## config.mk

```make
export PLATFORM = sky130hd
export DESIGN_NAME = misaligned_load_store_emulator_top
export DESIGN_NICKNAME = d
export VERILOG_FILES = /design/src/mle_pkg.sv /design/src/mle_ram.sv /design/src/mle_front.sv /design/src/mle_queue.sv /design/src/mle_back.sv /design/src/misaligned_load_store_emulator_top.sv
export SDC_FILE = /design/constraint.sdc
export NUM_CORES = 2
export LEC_CHECK = 0
export BUFFER_PORTS_ARGS = -buffer_cell sky130_fd_sc_hd__buf_2
export CAP_MARGIN = 20
export CORE_MARGIN = 2
export CORE_UTILIZATION = 37
export CTS_CLUSTER_SIZE = 8
export DETAILED_ROUTE_END_ITERATION = 10
export GPL_TIMING_DRIVEN = 0
export PLACE_DENSITY = 0.58
export SYNTH_ARGS = -nofsm -noshare
export SYNTH_HDL_FRONTEND = slang
export SYNTH_SLANG_ARGS = --single-unit
```

## constraint.sdc

```tcl
create_clock -name clk -period 9.15 [get_ports clk]
set_input_delay 1.3725 -clock clk [delete_from_list [all_inputs] [get_ports clk]]
set_output_delay 1.3725 -clock clk [all_outputs]
set_load 0.005 [all_outputs]
```

## src/mle_pkg.sv

```systemverilog
// Shared types, codes and sizes for the misaligned load/store emulator.
package mle_pkg;

	localparam int REG_COUNT = 32;
	localparam int REG_IDX_W = $clog2(REG_COUNT);
	localparam int QUEUE_DEPTH = 2;
	localparam int QPTR_W = $clog2(QUEUE_DEPTH);
	localparam int QCNT_W = $clog2(QUEUE_DEPTH + 1);

	localparam logic [1:0] ACT_SAVE = 2'd0;
	localparam logic [1:0] ACT_TRAP = 2'd1;
	localparam logic [1:0] ACT_BYTE = 2'd2;

	localparam logic [31:0] CAUSE_LOAD = 32'd4;
	localparam logic [31:0] CAUSE_STORE = 32'd6;

	localparam logic [2:0] F3_LH = 3'd1;
	localparam logic [2:0] F3_LW = 3'd2;
	localparam logic [2:0] F3_LHU = 3'd5;
	localparam logic [2:0] F3_SH = 3'd1;
	localparam logic [2:0] F3_SW = 3'd2;
	localparam logic [2:0] F3_C_LW = 3'd2;
	localparam logic [2:0] F3_C_SW = 3'd6;

	localparam logic [2:0] SIZE_HALF = 3'd2;
	localparam logic [2:0] SIZE_WORD = 3'd4;

	typedef enum logic [1:0] {
		KIND_READ = 2'd0,
		KIND_WRITE = 2'd1,
		KIND_DONE = 2'd2,
		KIND_FATAL = 2'd3
	} kind_t;

	typedef enum logic [1:0] {
		OP_LOAD = 2'd0,
		OP_STORE = 2'd1,
		OP_DONE = 2'd2,
		OP_FATAL = 2'd3
	} op_t;

	typedef struct packed {
		op_t         op;
		logic [31:0] addr;
		logic [2:0]  size;
		logic [31:0] data;
		logic [4:0]  dest;
		logic [31:0] pc;
		logic [31:0] cause;
	} cmd_t;

endpackage

```

## src/mle_ram.sv

```systemverilog
// Generic single-write, single-read RAM with a registered read port.
module mle_ram #(
	parameter int WIDTH = 32,
	parameter int DEPTH = 32
) (
	input  logic                     clk,
	input  logic                     we,
	input  logic [$clog2(DEPTH)-1:0] waddr,
	input  logic [WIDTH-1:0]         wdata,
	input  logic [$clog2(DEPTH)-1:0] raddr,
	output logic [WIDTH-1:0]         rdata
);

	logic [WIDTH-1:0] mem_q [DEPTH];

	always_ff @(posedge clk) begin
		if (we) begin
			mem_q[waddr] <= wdata;
		end
		rdata <= mem_q[raddr];
	end

endmodule

```

## src/mle_front.sv

```systemverilog
// Front end: accepts transactions, keeps the saved registers and load state, decodes traps.
module mle_front import mle_pkg::*; (
	input  logic        clk,
	input  logic        arst_n,
	input  logic        in_valid,
	output logic        in_stall,
	input  logic [1:0]  action,
	input  logic [4:0]  reg_index,
	input  logic [31:0] reg_value,
	input  logic [31:0] trap_cause,
	input  logic [31:0] fault_pc,
	input  logic [31:0] instruction,
	input  logic [7:0]  read_byte,
	output logic        push,
	input  logic        q_full,
	output cmd_t        push_cmd
);

	typedef enum logic [3:0] {
		FS_IDLE = 4'b0001,
		FS_BASE = 4'b0010,
		FS_DATA = 4'b0100,
		FS_PUSH = 4'b1000
	} fstate_t;

	fstate_t     state_q;
	cmd_t        cmd_q;
	logic [31:0] cause_q;
	logic [31:0] pc_q;
	logic [31:0] insn_q;
	logic        lif_q;
	logic [4:0]  dest_q;
	logic [2:0]  size_q;
	logic [2:0]  br_q;
	logic [31:0] asm_q;
	logic        sx_q;
	logic [31:0] npc_q;

	logic                 accept;
	logic                 ram_we;
	logic [REG_IDX_W-1:0] ram_waddr;
	logic [31:0]          ram_wdata;
	logic [REG_IDX_W-1:0] ram_raddr;
	logic [31:0]          ram_rdata;

	logic        byte_take;
	logic [31:0] asm_next;
	logic [2:0]  br_next;
	logic        load_done;
	logic [31:0] load_value;

	logic        is_full;
	logic [2:0]  f3_full;
	logic [2:0]  f3_comp;
	logic [31:0] base;
	logic [31:0] store_data;
	logic [31:0] imm_i;
	logic [31:0] imm_s;
	logic [31:0] c_off;
	logic [31:0] next_pc;
	cmd_t        dec_cmd;
	logic        dec_load;
	logic        dec_store;
	logic        dec_sx;
	logic [4:0]  dec_dest;

	function automatic logic [4:0] base_index(input logic [31:0] insn);
		if (insn[1:0] == 2'b11) begin
			return insn[19:15];
		end
		return {2'b01, insn[9:7]};
	endfunction

	function automatic logic [4:0] data_index(input logic [31:0] insn);
		if (insn[1:0] == 2'b11) begin
			return insn[24:20];
		end
		return {2'b01, insn[4:2]};
	endfunction

	mle_ram #(
		.WIDTH(32),
		.DEPTH(REG_COUNT)
	) u_regs (
		.clk(clk),
		.we(ram_we),
		.waddr(ram_waddr),
		.wdata(ram_wdata),
		.raddr(ram_raddr),
		.rdata(ram_rdata)
	);

	assign in_stall = (state_q != FS_IDLE);
	assign accept = in_valid && !in_stall;
	assign push = (state_q == FS_PUSH) && !q_full;
	assign push_cmd = cmd_q;

	assign byte_take = accept && (action == ACT_BYTE) && lif_q;
	assign asm_next = asm_q | ({24'd0, read_byte} << {br_q[1:0], 3'b000});
	assign br_next = br_q + 3'd1;
	assign load_done = byte_take && (br_next >= size_q);
	assign load_value = sx_q ? {{16{asm_next[15]}}, asm_next[15:0]} : asm_next;

	always_comb begin
		ram_we = 1'b0;
		ram_waddr = reg_index;
		ram_wdata = reg_value;
		if (accept && (action == ACT_SAVE) && (reg_index != 5'd0)) begin
			ram_we = 1'b1;
		end else if (load_done && (dest_q != 5'd0)) begin
			ram_we = 1'b1;
			ram_waddr = dest_q;
			ram_wdata = load_value;
		end
	end

	assign ram_raddr = (state_q == FS_IDLE) ? base_index(instruction) : data_index(insn_q);

	assign is_full = (insn_q[1:0] == 2'b11);
	assign f3_full = insn_q[14:12];
	assign f3_comp = insn_q[15:13];
	assign base = (base_index(insn_q) == 5'd0) ? 32'd0 : ram_rdata;
	assign store_data = (data_index(insn_q) == 5'd0) ? 32'd0 : ram_rdata;
	assign imm_i = {{20{insn_q[31]}}, insn_q[31:20]};
	assign imm_s = {{20{insn_q[31]}}, insn_q[31:25], insn_q[11:7]};
	assign c_off = {25'd0, insn_q[5], insn_q[12:10], insn_q[6], 2'b00};
	assign next_pc = pc_q + (is_full ? 32'd4 : 32'd2);

	always_comb begin
		dec_cmd = '0;
		dec_cmd.op = OP_FATAL;
		dec_cmd.pc = pc_q;
		dec_cmd.cause = cause_q;
		dec_load = 1'b0;
		dec_store = 1'b0;
		dec_sx = 1'b0;
		dec_dest = is_full ? insn_q[11:7] : {2'b01, insn_q[4:2]};
		if (is_full) begin
			if (cause_q == CAUSE_LOAD) begin
				dec_cmd.addr = base + imm_i;
				priority if (f3_full == F3_LH) begin
					dec_load = 1'b1;
					dec_sx = 1'b1;
					dec_cmd.size = SIZE_HALF;
				end else if (f3_full == F3_LHU) begin
					dec_load = 1'b1;
					dec_cmd.size = SIZE_HALF;
				end else if (f3_full == F3_LW) begin
					dec_load = 1'b1;
					dec_cmd.size = SIZE_WORD;
				end else begin
					dec_load = 1'b0;
				end
			end else begin
				dec_cmd.addr = base + imm_s;
				priority if (f3_full == F3_SH) begin
					dec_store = 1'b1;
					dec_cmd.size = SIZE_HALF;
				end else if (f3_full == F3_SW) begin
					dec_store = 1'b1;
					dec_cmd.size = SIZE_WORD;
				end else begin
					dec_store = 1'b0;
				end
			end
		end else begin
			dec_cmd.addr = base + c_off;
			dec_cmd.size = SIZE_WORD;
			if ((insn_q[1:0] == 2'b00) && (f3_comp == F3_C_LW)) begin
				dec_load = 1'b1;
			end else if ((insn_q[1:0] == 2'b00) && (f3_comp == F3_C_SW)) begin
				dec_store = 1'b1;
			end
		end
		if (dec_load) begin
			dec_cmd.op = OP_LOAD;
		end else if (dec_store) begin
			dec_cmd.op = OP_STORE;
			dec_cmd.pc = next_pc;
		end
	end

	always_ff @(posedge clk or negedge arst_n) begin
		if (!arst_n) begin
			state_q <= FS_IDLE;
			lif_q <= 1'b0;
			dest_q <= '0;
			size_q <= '0;
			br_q <= '0;
			asm_q <= '0;
			sx_q <= 1'b0;
			npc_q <= '0;
		end else begin
			unique case (state_q)
				FS_IDLE: begin
					if (accept && (action == ACT_TRAP)) begin
						if ((trap_cause == CAUSE_LOAD) || (trap_cause == CAUSE_STORE)) begin
							lif_q <= 1'b0;
							state_q <= FS_BASE;
						end else begin
							state_q <= FS_PUSH;
						end
					end else if (byte_take) begin
						asm_q <= asm_next;
						br_q <= br_next;
						if (load_done) begin
							lif_q <= 1'b0;
							state_q <= FS_PUSH;
						end
					end
				end
				FS_BASE: begin
					if (dec_load) begin
						lif_q <= 1'b1;
						dest_q <= dec_dest;
						size_q <= dec_cmd.size;
						sx_q <= dec_sx;
						npc_q <= next_pc;
						br_q <= '0;
						asm_q <= '0;
					end
					state_q <= dec_store ? FS_DATA : FS_PUSH;
				end
				FS_DATA: begin
					state_q <= FS_PUSH;
				end
				FS_PUSH: begin
					if (!q_full) begin
						state_q <= FS_IDLE;
					end
				end
				default: begin
					state_q <= FS_IDLE;
				end
			endcase
		end
	end

	always_ff @(posedge clk) begin
		unique case (state_q)
			FS_IDLE: begin
				if (accept && (action == ACT_TRAP)) begin
					cause_q <= trap_cause;
					pc_q <= fault_pc;
					insn_q <= instruction;
					cmd_q <= '{op: OP_FATAL, addr: 32'd0, size: 3'd0, data: 32'd0,
						dest: 5'd0, pc: fault_pc, cause: trap_cause};
				end else if (load_done) begin
					cmd_q <= '{op: OP_DONE, addr: 32'd0, size: 3'd0,
						data: (dest_q == 5'd0) ? 32'd0 : load_value, dest: dest_q,
						pc: npc_q, cause: 32'd0};
				end
			end
			FS_BASE: begin
				cmd_q <= dec_cmd;
			end
			FS_DATA: begin
				cmd_q.data <= store_data;
			end
			FS_PUSH: begin
				cmd_q <= cmd_q;
			end
			default: begin
				cmd_q <= cmd_q;
			end
		endcase
	end

endmodule

```

## src/mle_queue.sv

```systemverilog
// Small command queue between the front end and the result sequencer.
module mle_queue import mle_pkg::*; (
	input  logic clk,
	input  logic arst_n,
	input  logic push,
	input  cmd_t push_cmd,
	input  logic pop,
	output cmd_t pop_cmd,
	output logic full,
	output logic empty
);

	cmd_t              entry_q [QUEUE_DEPTH];
	logic [QPTR_W-1:0] wr_ptr_q;
	logic [QPTR_W-1:0] rd_ptr_q;
	logic [QCNT_W-1:0] count_q;

	function automatic logic [QPTR_W-1:0] ptr_inc(input logic [QPTR_W-1:0] ptr);
		if (ptr == QPTR_W'(QUEUE_DEPTH - 1)) begin
			return '0;
		end
		return ptr + QPTR_W'(1);
	endfunction

	assign full = (count_q == QCNT_W'(QUEUE_DEPTH));
	assign empty = (count_q == '0);
	assign pop_cmd = entry_q[rd_ptr_q];

	always_ff @(posedge clk) begin
		if (push) begin
			entry_q[wr_ptr_q] <= push_cmd;
		end
	end

	always_ff @(posedge clk or negedge arst_n) begin
		if (!arst_n) begin
			wr_ptr_q <= '0;
			rd_ptr_q <= '0;
			count_q <= '0;
		end else begin
			if (push) begin
				wr_ptr_q <= ptr_inc(wr_ptr_q);
			end
			if (pop) begin
				rd_ptr_q <= ptr_inc(rd_ptr_q);
			end
			if (push && !pop) begin
				count_q <= count_q + QCNT_W'(1);
			end else if (pop && !push) begin
				count_q <= count_q - QCNT_W'(1);
			end
		end
	end

endmodule

```

## src/mle_back.sv

```systemverilog
// Back end: expands queued commands into one result transaction per cycle while out_stall is low.
module mle_back import mle_pkg::*; (
	input  logic        clk,
	input  logic        arst_n,
	input  logic        q_empty,
	input  cmd_t        q_cmd,
	output logic        pop,
	output logic        out_valid,
	input  logic        out_stall,
	output logic [1:0]  kind,
	output logic [31:0] bus_address,
	output logic [7:0]  write_byte,
	output logic [4:0]  dest_reg,
	output logic [31:0] dest_value,
	output logic [31:0] resume_pc,
	output logic [31:0] fatal_cause,
	output logic        last
);

	logic       busy_q;
	cmd_t       cur_q;
	logic [2:0] idx_q;

	kind_t       kind_c;
	logic [31:0] step_addr;
	logic        out_fire;

	assign out_valid = busy_q;
	assign out_fire = out_valid && !out_stall;
	assign pop = !q_empty && (!busy_q || (out_fire && last));
	assign step_addr = cur_q.addr + {29'd0, idx_q};
	assign kind = kind_c;

	always_comb begin
		kind_c = KIND_FATAL;
		bus_address = '0;
		write_byte = '0;
		dest_reg = '0;
		dest_value = '0;
		resume_pc = '0;
		fatal_cause = '0;
		last = 1'b1;
		unique case (cur_q.op)
			OP_LOAD: begin
				kind_c = KIND_READ;
				bus_address = step_addr;
				last = (idx_q == cur_q.size - 3'd1);
			end
			OP_STORE: begin
				if (idx_q == cur_q.size) begin
					kind_c = KIND_DONE;
					resume_pc = cur_q.pc;
				end else begin
					kind_c = KIND_WRITE;
					bus_address = step_addr;
					write_byte = cur_q.data[{idx_q[1:0], 3'b000} +: 8];
					last = 1'b0;
				end
			end
			OP_DONE: begin
				kind_c = KIND_DONE;
				dest_reg = cur_q.dest;
				dest_value = cur_q.data;
				resume_pc = cur_q.pc;
			end
			OP_FATAL: begin
				kind_c = KIND_FATAL;
				bus_address = cur_q.addr;
				resume_pc = cur_q.pc;
				fatal_cause = cur_q.cause;
			end
		endcase
	end

	always_ff @(posedge clk) begin
		if (pop) begin
			cur_q <= q_cmd;
		end
	end

	always_ff @(posedge clk or negedge arst_n) begin
		if (!arst_n) begin
			busy_q <= 1'b0;
			idx_q <= '0;
		end else if (pop) begin
			busy_q <= 1'b1;
			idx_q <= '0;
		end else if (out_fire) begin
			if (last) begin
				busy_q <= 1'b0;
			end else begin
				idx_q <= idx_q + 3'd1;
			end
		end
	end

endmodule

```

## src/misaligned_load_store_emulator_top.sv

```systemverilog
// Misaligned load/store emulator top level.
// Save and byte transactions need no further state; a byte ending a load and an unknown-cause trap
// go to the push state, a supported trap via the base state (and the data state for a store, which
// reads a second saved register). The back end pops queued commands and offers one result per cycle
// unless out_stall is high: up to five for a store, four for a load; a full queue holds the input.
// Reset clears all control and load state at once; saved registers are undefined until written.
module misaligned_load_store_emulator_top import mle_pkg::*; (
	input  logic        clk,
	input  logic        arst_n,
	input  logic        in_valid,
	output logic        in_stall,
	input  logic [1:0]  action,
	input  logic [4:0]  reg_index,
	input  logic [31:0] reg_value,
	input  logic [31:0] trap_cause,
	input  logic [31:0] fault_pc,
	input  logic [31:0] instruction,
	input  logic [7:0]  read_byte,
	output logic        out_valid,
	input  logic        out_stall,
	output logic [1:0]  kind,
	output logic [31:0] bus_address,
	output logic [7:0]  write_byte,
	output logic [4:0]  dest_reg,
	output logic [31:0] dest_value,
	output logic [31:0] resume_pc,
	output logic [31:0] fatal_cause,
	output logic        last
);

	logic push;
	logic pop;
	logic q_full;
	logic q_empty;
	cmd_t push_cmd;
	cmd_t pop_cmd;

	mle_front u_front (
		.clk(clk),
		.arst_n(arst_n),
		.in_valid(in_valid),
		.in_stall(in_stall),
		.action(action),
		.reg_index(reg_index),
		.reg_value(reg_value),
		.trap_cause(trap_cause),
		.fault_pc(fault_pc),
		.instruction(instruction),
		.read_byte(read_byte),
		.push(push),
		.q_full(q_full),
		.push_cmd(push_cmd)
	);

	mle_queue u_queue (
		.clk(clk),
		.arst_n(arst_n),
		.push(push),
		.push_cmd(push_cmd),
		.pop(pop),
		.pop_cmd(pop_cmd),
		.full(q_full),
		.empty(q_empty)
	);

	mle_back u_back (
		.clk(clk),
		.arst_n(arst_n),
		.q_empty(q_empty),
		.q_cmd(pop_cmd),
		.pop(pop),
		.out_valid(out_valid),
		.out_stall(out_stall),
		.kind(kind),
		.bus_address(bus_address),
		.write_byte(write_byte),
		.dest_reg(dest_reg),
		.dest_value(dest_value),
		.resume_pc(resume_pc),
		.fatal_cause(fatal_cause),
		.last(last)
	);

`ifndef ASSERT_OFF
	a_push_room: assert property (@(posedge clk) disable iff (!arst_n) push |-> !q_full)
		else $error("Command pushed into a full queue.");
	a_pop_data: assert property (@(posedge clk) disable iff (!arst_n) pop |-> !q_empty)
		else $error("Command popped from an empty queue.");
	a_end_last: assert property (@(posedge clk) disable iff (!arst_n)
		(out_valid && (kind == KIND_DONE || kind == KIND_FATAL)) |-> last)
		else $error("Done or fatal result not marked as the final transaction.");
`endif

endmodule
```

==> results_dict.tcl <==
set metrics [dict create \
    multiInputGateArea_sq_mm 0.0201 \
    vias 42662 \
    syn2layout_area_growth_pct 19.9 \
    rrSetupSlack_ns 1.25 \
    p_per_area_mw_per_mm2 252 \
    slew_headroom_pct 19.7 \
    final_max_slew_viol_count 0 \
    grt_pass1_vias 42846 \
    slowest_stage "clkbuf_1" \
    place_congestion 0.936 \
    cts_sinks 1788 \
    drt_iter0_markers 4098 \
    rsz0062_at_grt "false" \
    dp_cells 7485 \
    synthTopCellsByCount "edfxtp_1 (1668), nand2_1 (363), mux4_2 (264)" \
    synth.most_common_cell "edfxtp_1" \
    hp-start "u_front.push_cmd[129]" \
    cts_max_level 5 \
    synth_largest_area_cell "edfxtp_1" \
    dpl_worst_slack_ns 1.37 \
    grt_first_pass_wirelength_um 299000 \
    cts_resized 0 \
    finalPower_w 0.0222 \
    hpwl_um 147000 \
    clk_pin_slew_worst_paths_ns 0.05 \
    ant_nets 0 \
    cts_buffers 274 \
    antenna_found_initial 31 \
    setup_slack_ns 1.25 \
    synthFlopType "edfxtp_1" \
    hold_end "u_queue.entry_q[1][129]" \
    syn-mean-instance-area_sq_um 16.5 \
    hold_depth 0 \
    power_leakage_nw 29.4 \
    drive_above_1_share_pct 23.5 \
    viasPerCell 5.42 \
    max_cap_viol_count 0 \
    worstPathArrival_ns 8.56 \
    cts_hold_buffers 0 \
    tns_ns 0 \
    max_stage_delay_ns 0.65 \
    cp_max_fo 11 \
    period_minus_slack_ns 7.90 \
    path_cells "and3b_1 -> clkbuf_1 -> nand2_1 -> clkbuf_1 -> buf_1 -> clkbuf_1 -> clkbuf_1 -> clkbuf_1 -> clkbuf_1 -> and2_1 -> ha_1 -> inv_1 -> fa_1 -> nor2b_1 -> or2_2 -> a211oi_1 -> or3_1 -> a31oi_1 -> a311o_1 -> a21oi_4 -> nor4_1 -> nor4_1 -> o32ai_1" \
    syn_area_sq_mm 0.0735 \
    tritoncts "built" \
    regToRegStartpoint "u_front.insn_q[1]" \
    drtPass1Iterations 5 \
    core_area_sq_mm 0.197 \
    wl_per_cell_um 26.4 \
    seq_area_sq_mm 0.0529 \
    r2r_cells 23 \
    start_kind "flop" \
    postCtsSetupRepairBufs 0 \
    io_buffers 284 \
    ys_seq_area_share_pct 72.0 \
    layoutNonFillerInstCount 7875 \
    finalCritPeriodShare_pct 86.3 \
    clock_skew_ns 0.0868 \
    hold_path.class "flop to flop" \
    dieArea_sq_mm 0.202 \
    path_class "flop to flop" \
    drt_wl_total_um 208000 \
    hold_violations 0 \
    netlist_instances 4451 \
    fmax_ghz 0.127 \
    synth_cell_types 87 \
    num_rows 163 \
    die_w_um 450 \
    tightest_slew_ns 1.20 \
    fillCellCount 17199 \
    synth_edf_count 1668 \
    drc 0 \
    grt_max_degree 62 \
    ys_top_cells_by_area "edfxtp_1 (68%), mux4_2 (8.1%), mux2_2 (3.1%)" \
    setup_viol 0 \
    synth_top_area_share_pct 68.2 \
    ios 293 \
    ys_seq_elements 1788 \
    crit_top_cell "clkbuf_1" \
    required_ns 9.82 \
    fp.dieH_um 450 \
    fin_nets 5308 \
    synthArstFlopShare_pct 4.92 \
    rr_endpoint "u_front.push_cmd[128]" \
    worstSetupEndpointType "flop" \
    grt-ovfl-total 0 \
    clock_latency_ns 0.91 \
    ys_warn_count 0 \
    cts_buffer_depth 4 \
    irDropWorstVdd_v 0.000141 \
    start_util_pct 37.2 \
    grt_usage_pct 20.2 \
    cts_root_buf "clkbuf_16" \
    status "completed" \
]
==> worst max path at each step <==
stage                                  start                     end  slack, ns  cells after the start
after detailed placement   u_front.insn_q[1]   u_front.push_cmd[128]       1.37                     23
after global routing       u_front.insn_q[1]   u_front.push_cmd[128]       0.96                     23
after floorplan           u_front.state_q[1]   u_queue.entry_q[0][0]       1.83                      3
after global placement    u_front.state_q[1]  u_queue.entry_q[0][94]      -2.68                      3
final                      u_front.insn_q[1]   u_front.push_cmd[128]       1.25                     23
after CTS                  u_front.insn_q[1]   u_front.push_cmd[128]       1.37                     23
==> kinds of logic (layout without fill, tap and decap cells) <==
family | Yosys count | count (layout) | synth area share (%)
adders and majority gates | 31 | 31 | 0.548
muxes | 543 | 543 | 12.2
xor gates and xnor gates | 123 | 123 | 1.47
other | 1 | 37 | 0.00510
buffers and inverters | 302 | 1050 | 1.56
and+or+nand+nor | 1006 | 1006 | 6.54
AOI/OAI and AO/OA | 657 | 657 | 5.62
DFF | 1788 | 1788 | 72.0
==> cells in the final DEF (no fill, tap or decap), types with 25 or more instances in the layout <==
cell	count
nor3_1	29
xor2_1	55
ha_1	25
nand2_1	363
a211oi_1	38
mux2_2	201
a21oi_1	146
a31oi_1	58
clkbuf_16	276
dfxtp_1	32
nor2_1	223
mux2i_1	78
and2_1	98
inv_1	38
o211ai_1	42
buf_2	291
nand4_1	31
clkbuf_1	289
buf_12	47
xnor2_1	68
nor2_4	32
nand3_1	54
mux4_2	264
buf_1	49
and3_1	60
dfrtp_1	87
edfxtp_1	1668
a22o_1	46
o21ai_0	147
o21ai_1	35
conb_1	32
==> final cells by class <==
cell class              instances  area share, %
clock buffers                 362           8.21
diodes                          5         0.0142
inverters                      41          0.175
plain buffers                 261           1.13
clock inverters                11          0.149
well taps                    2640           3.75
multi-input cells            2392           22.8
repair buffers                375           3.72
flip-flops and latches       1788           60.1
==> metal layers <==
| layer | part of all wire (%) | GRT usage (%) | up-vias |
|---|---|---|---|
| met1 | 41 | 26.5 | 22018 |
| met5 | 0.013 | 0 | - |
| li1 | - | - | 18742 |
| met3 | 5.9 | 3.56 | 395 |
| met4 | 3.2 | 6.94 | 4 |
| met2 | 50 | 33.9 | 1503 |
==> sequential cells by signal, indices dropped and copies added (netlist names), 2 cells and up <==
register	cells
u_front.push_cmd	137
u_queue.entry_q	274
u_front.pc_q	32
u_front.size_q	2
u_front.dest_q	5
u_front.state_q	4
u_back.cur_q	137
u_front.br_q	3
u_front.insn_q	32
u_back.idx_q	3
u_front.cause_q	32
u_queue.count_q	2
u_front.asm_q	32
u_front.u_regs.rdata	32
u_front.npc_q	32
u_front.u_regs.mem_q	1024
==> critical path, delay by kind of cell, from the launching register on <==
| kind | cells | cell delay, ns |
|---|---|---|
| buffers and inverters | 8 | 3.47 |
| DFF | 1 | 0.46 |
| adders and majority gates | 2 | 0.54 |
| AOI/OAI and AO/OA | 5 | 1.31 |
| and+or+nand+nor | 8 | 1.89 |
==> stage by stage <==
stage          instance area [sq um]  hold slack, ns  utilization, %
2_1_floorplan                  73600           0.421               -
4_1_cts                        87800           0.427            44.5
3_3_place_gp                   78300           0.422            39.7
3_5_place_dp                   80400           0.429            40.8
5_1_grt                        88100           0.443            44.6
6_report                       88100           0.432            44.6
==> power by group <==
group	leakage (nW)	internal (W)	switching [W]
sequential	16.6	0.00946	0.000299
combinational	9.23	0.00147	0.00219
clock	3.57	0.00545	0.00333
total	29.4	0.0164	0.00582
Power figures use the tool's default switching activity.
